--- src/hw/rtl/utf8dec_pkg.sv ---
// Shared constants, types and the lead-byte length function for the UTF-8 decoder.
package utf8dec_pkg;

    // Longest sequence accepted; longer leads pass through as single bytes (4..6)
    localparam int MAX_SEQ_BYTES = 6;
    // Continuation bytes kept for a raw flush
    localparam int HELD_DEPTH    = 4;
    // Most results one input byte can cause
    localparam int RUN_DEPTH     = 6;
    localparam int CP_WIDTH      = 31;

    localparam logic [1:0] CONT_TAG  = 2'b10;
    localparam logic [7:0] LEAD_BITS = 8'h7F;

    typedef logic [7:0]          byte_t;
    typedef logic [CP_WIDTH-1:0] cp_t;
    typedef logic [2:0]          len_t;

    // One queued result
    typedef struct packed {
        cp_t  cp;
        logic raw;
    } result_t;

    // Sequence length implied by a lead byte; 1 for anything that is not a lead
    function automatic len_t seq_length(input byte_t b);
        len_t len;
        if (b < 8'hC2)
            len = 3'd1;
        else if (b < 8'hE0)
            len = 3'd2;
        else if (b < 8'hF0)
            len = 3'd3;
        else if (b < 8'hF8)
            len = 3'd4;
        else if (b < 8'hFC)
            len = 3'd5;
        else if (b < 8'hFE)
            len = 3'd6;
        else
            len = 3'd1;
        return len;
    endfunction

endpackage

--- src/hw/rtl/lenient_utf8_to_utf32_decoder.sv ---
// Lenient UTF-8 to UTF-32 decoder: byte-at-a-time decode with a result run buffer.
//
// Takes one byte per item and returns code points of up to 31 bits, using
// lead lengths of 2 to 6 bytes. Malformed or truncated sequences come out as
// raw bytes with raw_fallback set. Each input byte is decoded in the cycle it
// is accepted, and all results it causes (zero to six) are loaded into a
// run buffer that drives the output one result per cycle while out_stall is
// low. A byte causing zero or one result does not hold the input, so one
// byte per cycle is sustained on well-formed text while the output does not
// stall; a byte causing k results holds the input until its run has drained
// one result per cycle through the single output. The next byte is accepted
// in the same cycle the last result of the previous run is taken.
module lenient_utf8_to_utf32_decoder
(
    input  logic        clk,
    input  logic        rst_n,
    input  logic        in_valid,
    output logic        in_stall,
    input  logic [7:0]  byte_in,
    input  logic        end_of_string,
    output logic        out_valid,
    input  logic        out_stall,
    output logic [30:0] code_point,
    output logic        raw_fallback,
    output logic        last_of_run,
    output logic        string_done
);

    // Decoder state
    utf8dec_pkg::byte_t lead_reg,      lead_next;
    utf8dec_pkg::len_t  rem_reg,       rem_next;
    utf8dec_pkg::len_t  held_cnt_reg,  held_cnt_next;
    utf8dec_pkg::cp_t   partial_reg,   partial_next;
    utf8dec_pkg::byte_t held_reg  [utf8dec_pkg::HELD_DEPTH];
    utf8dec_pkg::byte_t held_next [utf8dec_pkg::HELD_DEPTH];

    // Run buffer
    utf8dec_pkg::result_t run_reg  [utf8dec_pkg::RUN_DEPTH];
    utf8dec_pkg::result_t run_next [utf8dec_pkg::RUN_DEPTH];
    utf8dec_pkg::len_t    run_len_reg, run_len_next;
    utf8dec_pkg::len_t    run_idx_reg, run_idx_next;
    logic                 run_eos_reg, run_eos_next;

    // Decode terms
    utf8dec_pkg::len_t  in_len;
    utf8dec_pkg::len_t  rem_dec;
    utf8dec_pkg::len_t  n;
    utf8dec_pkg::cp_t   pv_shift;
    logic               pending;
    logic               is_cont;
    logic               consumed;
    logic               complete;
    logic               starts;
    logic               pend_after;
    logic               accept;
    logic               pop;
    logic               pop_last;

    // Handshake
    assign out_valid = (run_idx_reg != run_len_reg);
    assign pop       = out_valid && !out_stall;
    assign pop_last  = pop && ((run_idx_reg + 3'd1) == run_len_reg);
    assign in_stall  = out_valid && !pop_last;
    assign accept    = in_valid && !in_stall;

    // Output from the run buffer
    assign code_point   = run_reg[run_idx_reg].cp;
    assign raw_fallback = run_reg[run_idx_reg].raw;
    assign last_of_run  = ((run_idx_reg + 3'd1) == run_len_reg);
    assign string_done  = last_of_run && run_eos_reg;

    // Byte classification
    assign pending  = (rem_reg != 3'd0);
    assign is_cont  = (byte_in[7:6] == utf8dec_pkg::CONT_TAG);
    assign consumed = pending && is_cont;
    assign rem_dec  = rem_reg - 3'd1;
    assign complete = consumed && (rem_dec == 3'd0);
    assign pv_shift = {partial_reg[utf8dec_pkg::CP_WIDTH-7:0], byte_in[5:0]};
    assign in_len   = utf8dec_pkg::seq_length(byte_in);
    assign starts   = !consumed && (in_len > 3'd1)
                      && (in_len <= 3'(utf8dec_pkg::MAX_SEQ_BYTES));
    assign pend_after = starts || (consumed && !complete);

    // Result list and next state for one byte
    always_comb
    begin
        n = 3'd0;
        for (int i = 0; i < utf8dec_pkg::RUN_DEPTH; i++)
        begin
            run_next[i] = run_reg[i];
        end
        for (int i = 0; i < utf8dec_pkg::HELD_DEPTH; i++)
        begin
            held_next[i] = held_reg[i];
        end
        lead_next     = lead_reg;
        rem_next      = rem_reg;
        held_cnt_next = held_cnt_reg;
        partial_next  = partial_reg;
        run_len_next  = run_len_reg;
        run_idx_next  = run_idx_reg;
        run_eos_next  = run_eos_reg;

        // Drain
        if (pop_last)
        begin
            run_len_next = 3'd0;
            run_idx_next = 3'd0;
        end
        else if (pop)
        begin
            run_idx_next = run_idx_reg + 3'd1;
        end

        if (accept)
        begin
            // Pending sequence broken by a non-continuation byte
            if (pending && !is_cont)
            begin
                run_next[n] = '{cp: utf8dec_pkg::cp_t'(lead_reg), raw: 1'b1};
                n = n + 3'd1;
                for (int i = 0; i < utf8dec_pkg::HELD_DEPTH; i++)
                begin
                    if (3'(i) < held_cnt_reg)
                    begin
                        run_next[n] = '{cp: utf8dec_pkg::cp_t'(held_reg[i]), raw: 1'b1};
                        n = n + 3'd1;
                    end
                end
                rem_next      = 3'd0;
                held_cnt_next = 3'd0;
                partial_next  = '0;
            end

            // Continuation byte
            if (consumed)
            begin
                rem_next = rem_dec;
                if (complete)
                begin
                    run_next[n] = '{cp: pv_shift, raw: 1'b0};
                    n = n + 3'd1;
                    held_cnt_next = 3'd0;
                    partial_next  = '0;
                end
                else
                begin
                    partial_next = pv_shift;
                    if (held_cnt_reg < 3'(utf8dec_pkg::HELD_DEPTH))
                    begin
                        held_next[held_cnt_reg[1:0]] = byte_in;
                        held_cnt_next = held_cnt_reg + 3'd1;
                    end
                end
            end
            else if (starts)
            begin
                // New lead byte
                lead_next     = byte_in;
                partial_next  = utf8dec_pkg::cp_t'(byte_in
                                & (utf8dec_pkg::LEAD_BITS >> in_len));
                rem_next      = in_len - 3'd1;
                held_cnt_next = 3'd0;
            end
            else
            begin
                // Single byte, passed as its own value
                run_next[n] = '{cp: utf8dec_pkg::cp_t'(byte_in), raw: 1'b0};
                n = n + 3'd1;
            end

            // End of string flushes what is still pending
            if (end_of_string && pend_after)
            begin
                if (starts)
                begin
                    run_next[n] = '{cp: utf8dec_pkg::cp_t'(byte_in), raw: 1'b1};
                    n = n + 3'd1;
                end
                else
                begin
                    run_next[n] = '{cp: utf8dec_pkg::cp_t'(lead_reg), raw: 1'b1};
                    n = n + 3'd1;
                    for (int i = 0; i < utf8dec_pkg::HELD_DEPTH; i++)
                    begin
                        if (3'(i) < held_cnt_reg)
                        begin
                            run_next[n] = '{cp: utf8dec_pkg::cp_t'(held_reg[i]),
                                            raw: 1'b1};
                            n = n + 3'd1;
                        end
                    end
                    if (held_cnt_reg < 3'(utf8dec_pkg::HELD_DEPTH))
                    begin
                        run_next[n] = '{cp: utf8dec_pkg::cp_t'(byte_in), raw: 1'b1};
                        n = n + 3'd1;
                    end
                end
                rem_next      = 3'd0;
                held_cnt_next = 3'd0;
                partial_next  = '0;
            end

            run_len_next = n;
            run_idx_next = 3'd0;
            run_eos_next = end_of_string;
        end
    end

    // Control state
    always_ff @(posedge clk or negedge rst_n)
    begin
        if (!rst_n)
        begin
            lead_reg     <= '0;
            rem_reg      <= '0;
            held_cnt_reg <= '0;
            partial_reg  <= '0;
            run_len_reg  <= '0;
            run_idx_reg  <= '0;
            run_eos_reg  <= 1'b0;
        end
        else
        begin
            lead_reg     <= lead_next;
            rem_reg      <= rem_next;
            held_cnt_reg <= held_cnt_next;
            partial_reg  <= partial_next;
            run_len_reg  <= run_len_next;
            run_idx_reg  <= run_idx_next;
            run_eos_reg  <= run_eos_next;
        end
    end

    // Payload storage
    always_ff @(posedge clk)
    begin
        for (int i = 0; i < utf8dec_pkg::RUN_DEPTH; i++)
        begin
            run_reg[i] <= run_next[i];
        end
        for (int i = 0; i < utf8dec_pkg::HELD_DEPTH; i++)
        begin
            held_reg[i] <= held_next[i];
        end
    end

    // Read pointer stays within the loaded run
    assert property (@(posedge clk) disable iff (!rst_n)
        run_idx_reg <= run_len_reg)
        else $error("run read index past run length");

    // Held bytes only exist inside a pending sequence
    assert property (@(posedge clk) disable iff (!rst_n)
        (rem_reg == 3'd0) |-> (held_cnt_reg == 3'd0))
        else $error("held bytes with no pending sequence");

    // End of string always leaves no sequence pending
    assert property (@(posedge clk) disable iff (!rst_n)
        (accept && end_of_string) |=> (rem_reg == 3'd0))
        else $error("sequence still pending after end of string");

    // End of string always produces at least one result
    assert property (@(posedge clk) disable iff (!rst_n)
        (accept && end_of_string) |=> out_valid)
        else $error("end of string gave no result");

    // Held count never exceeds its store
    assert property (@(posedge clk) disable iff (!rst_n)
        held_cnt_reg <= 3'(utf8dec_pkg::HELD_DEPTH))
        else $error("held count overflow");

endmodule
--- config.mk ---
export PLATFORM = sky130hd
export DESIGN_NAME = lenient_utf8_to_utf32_decoder
export DESIGN_NICKNAME = d
export VERILOG_FILES = /design/src/hw/rtl/utf8dec_pkg.sv /design/src/hw/rtl/lenient_utf8_to_utf32_decoder.sv
export SDC_FILE = /design/constraint.sdc
export NUM_CORES = 1
export LEC_CHECK = 0
export BUFFER_PORTS_ARGS = -buffer_cell sky130_fd_sc_hd__buf_2
export CORE_UTILIZATION = 35
export CTS_CLUSTER_DIAMETER = 120
export DETAILED_ROUTE_END_ITERATION = 8
export GPL_TIMING_DRIVEN = 0
export HOLD_SLACK_MARGIN = 0.1
export SKIP_LAST_GASP = 1
export SLEW_MARGIN = 0
export SYNTH_ARGS = -nofsm -noshare
export SYNTH_HDL_FRONTEND = slang
export SYNTH_SLANG_ARGS = --single-unit
--- constraint.sdc ---
create_clock -name clk -period 21.5 [get_ports clk]
set_input_delay 1.075 -clock clk [delete_from_list [all_inputs] [get_ports clk]]
set_output_delay 1.075 -clock clk [all_outputs]
set_load 0.01 [all_outputs]
==> results by group <==
Synth
  – Synth Area per Inst: 9.70 µm²
  – Sequential area share after synthesis: 43.0%
  – Most area-hungry cell type in the Yosys netlist: sky130_fd_sc_hd__edfxtp_1
  – Flip-flop cell with the highest count after synthesis: sky130_fd_sc_hd__edfxtp_1
  – Area share of the largest cell type after synthesis: 36.7%
  – Synthesized instance count: 1889
  – Cell variety after synth: 97
  – Number of synthesized register bits: 270
  – Ys Warns: 0
  – Share of synthesized registers carrying an async set or reset: 17.0%
  – Number of synthesized flops with an enable pin: 224
  – Syn Std Cell Area: 18300 µm²
  – Total nets after synthesis: 1923
  – Ranking of synthesized cells by area: sky130_fd_sc_hd__edfxtp_1, sky130_fd_sc_hd__dfrtp_1, sky130_fd_sc_hd__mux2i_1

Route
  – DRT antenna net count: 0
  – DRT Wirelength: 81200 µm
  – Via density per instance: 6.42
  – Count of unresolved DRC violations after routing: 0
  – Count of vias placed by the detailed router: 17.2k
  – Detailed-routing iteration count for the pre-antenna-repair pass: 7
  – Number of design-rule violations left by the first detailed-router iteration: 2524
  – Drt wl/cell: 30.3 µm

STA
  – Post-Route Setup TNS: 0 ns
  – Skew final: 0.0444 ns
  – Max-slew violations: 0
  – Shortest clock period the worst path allows after layout: 10.54 ns
  – Setup repair after global routing missed its margin: no
  – Setup violation total in the final timing report: 0
  – Actual transition at the worst max-transition pin: 1.48 ns
  – Max-Slew Margin vs Limit: 0.219%
  – Final period utilization: 49.0%
  – Total count of hold-check failures in the final report: 0
  – Peak clock frequency supported by timing: 0.0949 GHz
  – Setup slack of the critical path after layout: 10.96 ns

Floorplanning
  – Row Count: 83
  – Die width: 231 µm
  – Initial core utilization: 35.6%
  – Vert. Die Dim: 231 µm
  – Number of primary I/O pins: 49
  – Total die area: 53300 µm²
  – Core ar.: 51500 µm²

Clocking
  – Number of H-tree levels: 1
  – CTS tree: done
  – Clock Sinks: 270
  – Clock buffers created by TritonCTS: 31
  – Clock transition at the registers of the reported paths: 0.06 ns
  – Number of buffers added for setup after CTS: 0
  – Clock tree buffer depth: 3
  – Later-pin clock latency in the skew report: 0.63 ns
  – Number of instances resized during post-cts repair: 0
  – Clock root buffer master: sky130_fd_sc_hd__clkbuf_16
  – Number of buffers inserted by hold repair at cts: 0

Global route
  – Total global-route track usage: 29.9%
  – Wire length of the first global-routing pass: 117000 µm
  – Number of global-route vias before repair: 16.5k
  – Number of antenna violations at the first check in global routing: 0
  – Pin count of the biggest net entering global routing: 106
  – Global route overflow: 0

Run
  – Number of maximum-capacitance constraint violations: 1

Placement
  – Worst slack at placement: 10.91 ns
  – # placed instances: 2620
  – Instance area at placement: 19500 µm²
  – Placed wire-length estimate: 60400 µm
  – Buffers added on ports: 48
  – Placer Congestion: 1.05

Pwr
  – Peak supply drop: 0.0726 mV
  – Cell internal pwr: 1.85 mW
  – Switching part of the total power: 45.0%
  – Static Leak: 7.79 nW
  – Part of the total power dissipated in the clock network: 16.8%
  – Net switching power of the design: 1.51 mW
  – Combinational group share of total power: 51.4%
  – Power density normalized to cell area: 163 nW/µm²
  – Seq pwr share: 31.8%

Cells and area
  – Number of flip-flops under the largest register name: 192
  – Nets: 2007
  – Final std cells w/o fill: 2679
  – Ratio of cells with drive above 1 in the final layout: 12.9%
  – Layout area overhead: 12.2%
  – Post-route standard cell area excluding fillers: 20600 µm²

Setup path
  – Critical Path Slowest Stage Cell: sky130_fd_sc_hd__o21ai_1
  – Critical Path Source Type: input port
  – Critical Path RT: 21.96 ns
  – Startpoint-to-endpoint class of the critical path: input port to flop
  – Delay of the slowest critical-path stage: 0.87 ns
  – Worst-path fanout max: 10
  – Arrival time reported for the critical path endpoint: 11.00 ns
  – Critical path capture point type: flop
  – Most prevalent standard cell on the critical path: sky130_fd_sc_hd__nand2_1

Outcome
  – Run status: finished with violations
  – Violations in the final reports: max-capacitance violations

Hold path
  – Path class of the lowest-slack min-delay path: input port to async pin
## area by class of cell
class / instances / area, µm²
Fill cell: 5134 / 31000
Multi-Input combinational cell: 1421 / 9640
Sequential cell: 270 / 7880
Clock buffer: 44 / 916
Tap cell: 680 / 851
Buffer: 158 / 673
Timing Repair Buffer: 51 / 289
Inverter: 40 / 159
Clock inverter: 14 / 154
Antenna cell: 1 / 2.50
## cell usage in the layout, fill, tap and decap left out, drive strengths merged, types with 21 or more instances in the layout
cell type | netlist | layout
edfxtp | 224 | 224
dfrtp | 46 | 46
and3 | 31 | 31
clkbuf | 102 | 146
buf | 56 | 107
mux2 | 39 | 39
ha | 21 | 21
o22ai | 35 | 35
a21oi | 165 | 165
nor3 | 27 | 27
o31ai | 29 | 29
a211oi | 27 | 27
nand3 | 132 | 132
and2 | 44 | 44
o211ai | 32 | 32
o21ai | 102 | 102
mux4 | 32 | 32
nand2 | 181 | 181
a22o | 26 | 26
inv | 38 | 42
mux2i | 85 | 85
nor2 | 161 | 161
## power by group through the flow
stage          sequential [mW]  clock (mW)  combinational [mW]
6_report                  1.07       0.565                1.72
5_1_grt                   1.08       0.586                1.84
4_1_cts                   1.05       0.571                1.69
3_5_place_dp              1.06           0                1.68
3_3_place_gp              1.11           0                1.65
2_1_floorplan             1.00           0                1.15
## critical path: cells and delay by family
family | cells | cell delay, ns
buffers and inverters | 8 | 2.99
and+or+nand+nor | 10 | 2.07
AOI/OAI and AO/OA | 11 | 3.53
adders and majority gates | 4 | 1.31
## final timing paths
check	from	endpoint	slack, ns	cells after the start
worst max-delay path	byte_in[5]	run_reg[4][16]	10.96	33
max in group asynchronous	rst_n	rem_reg[0]	20.44	1
min in group clk	rem_reg[1]	rem_reg[1]	0.50	2
worst min-delay path	rst_n	lead_reg[4]	0.50	1
worst max register to register	held_cnt_reg[2]	run_reg[4][16]	12.76	30
worst min register to register	rem_reg[1]	rem_reg[1]	0.50	2
## Yosys cell counts (26+ instances only)
library cell               number
sky130_fd_sc_hd__edfxtp_1     224
sky130_fd_sc_hd__nand2_1      181
sky130_fd_sc_hd__a21oi_1      164
sky130_fd_sc_hd__nor2_1       157
sky130_fd_sc_hd__nand3_1      131
sky130_fd_sc_hd__clkbuf_1     102
sky130_fd_sc_hd__mux2i_1       85
sky130_fd_sc_hd__o21ai_0       78
sky130_fd_sc_hd__dfrtp_1       46
sky130_fd_sc_hd__and2_1        44
sky130_fd_sc_hd__buf_2         37
sky130_fd_sc_hd__inv_1         36
sky130_fd_sc_hd__mux2_2        36
sky130_fd_sc_hd__o22ai_1       33
sky130_fd_sc_hd__mux4_2        32
sky130_fd_sc_hd__and3_1        31
sky130_fd_sc_hd__o211ai_1      31
sky130_fd_sc_hd__o31ai_1       29
sky130_fd_sc_hd__a22o_1        26
## per-layer routing
metal	up-vias	share of wire, %	GRT usage, %
li1	7391	-	-
met1	8581	42	40.6
met2	1030	44	47.0
met3	194	9.0	5.78
met4	0	4.5	11.7
met5	-	0	0
## cell families after synthesis
group | after synthesis | share of synthesized area, %
AOI/OAI and AO/OA | 576 | 21.5
adders and majority gates | 21 | 1.43
xor gates and xnor gates | 23 | 1.56
DFF | 270 | 43.0
and+or+nand+nor | 645 | 17.0
muxes | 156 | 11.0
buffers and inverters | 198 | 4.50
## stage by stage
stage / hold WS, ns / power [mW] / util [%]
CTS: 0.495 / 3.31 / 39.9
detailed placement: 0.481 / 2.74 / 37.8
finish: 0.499 / 3.36 / 39.9
global placement: 0.469 / 2.76 / 37.7
floorplan: 0.450 / 2.15 / -
global route: 0.519 / 3.51 / 39.9
Note: power is estimated with default switching activity, not from simulation.
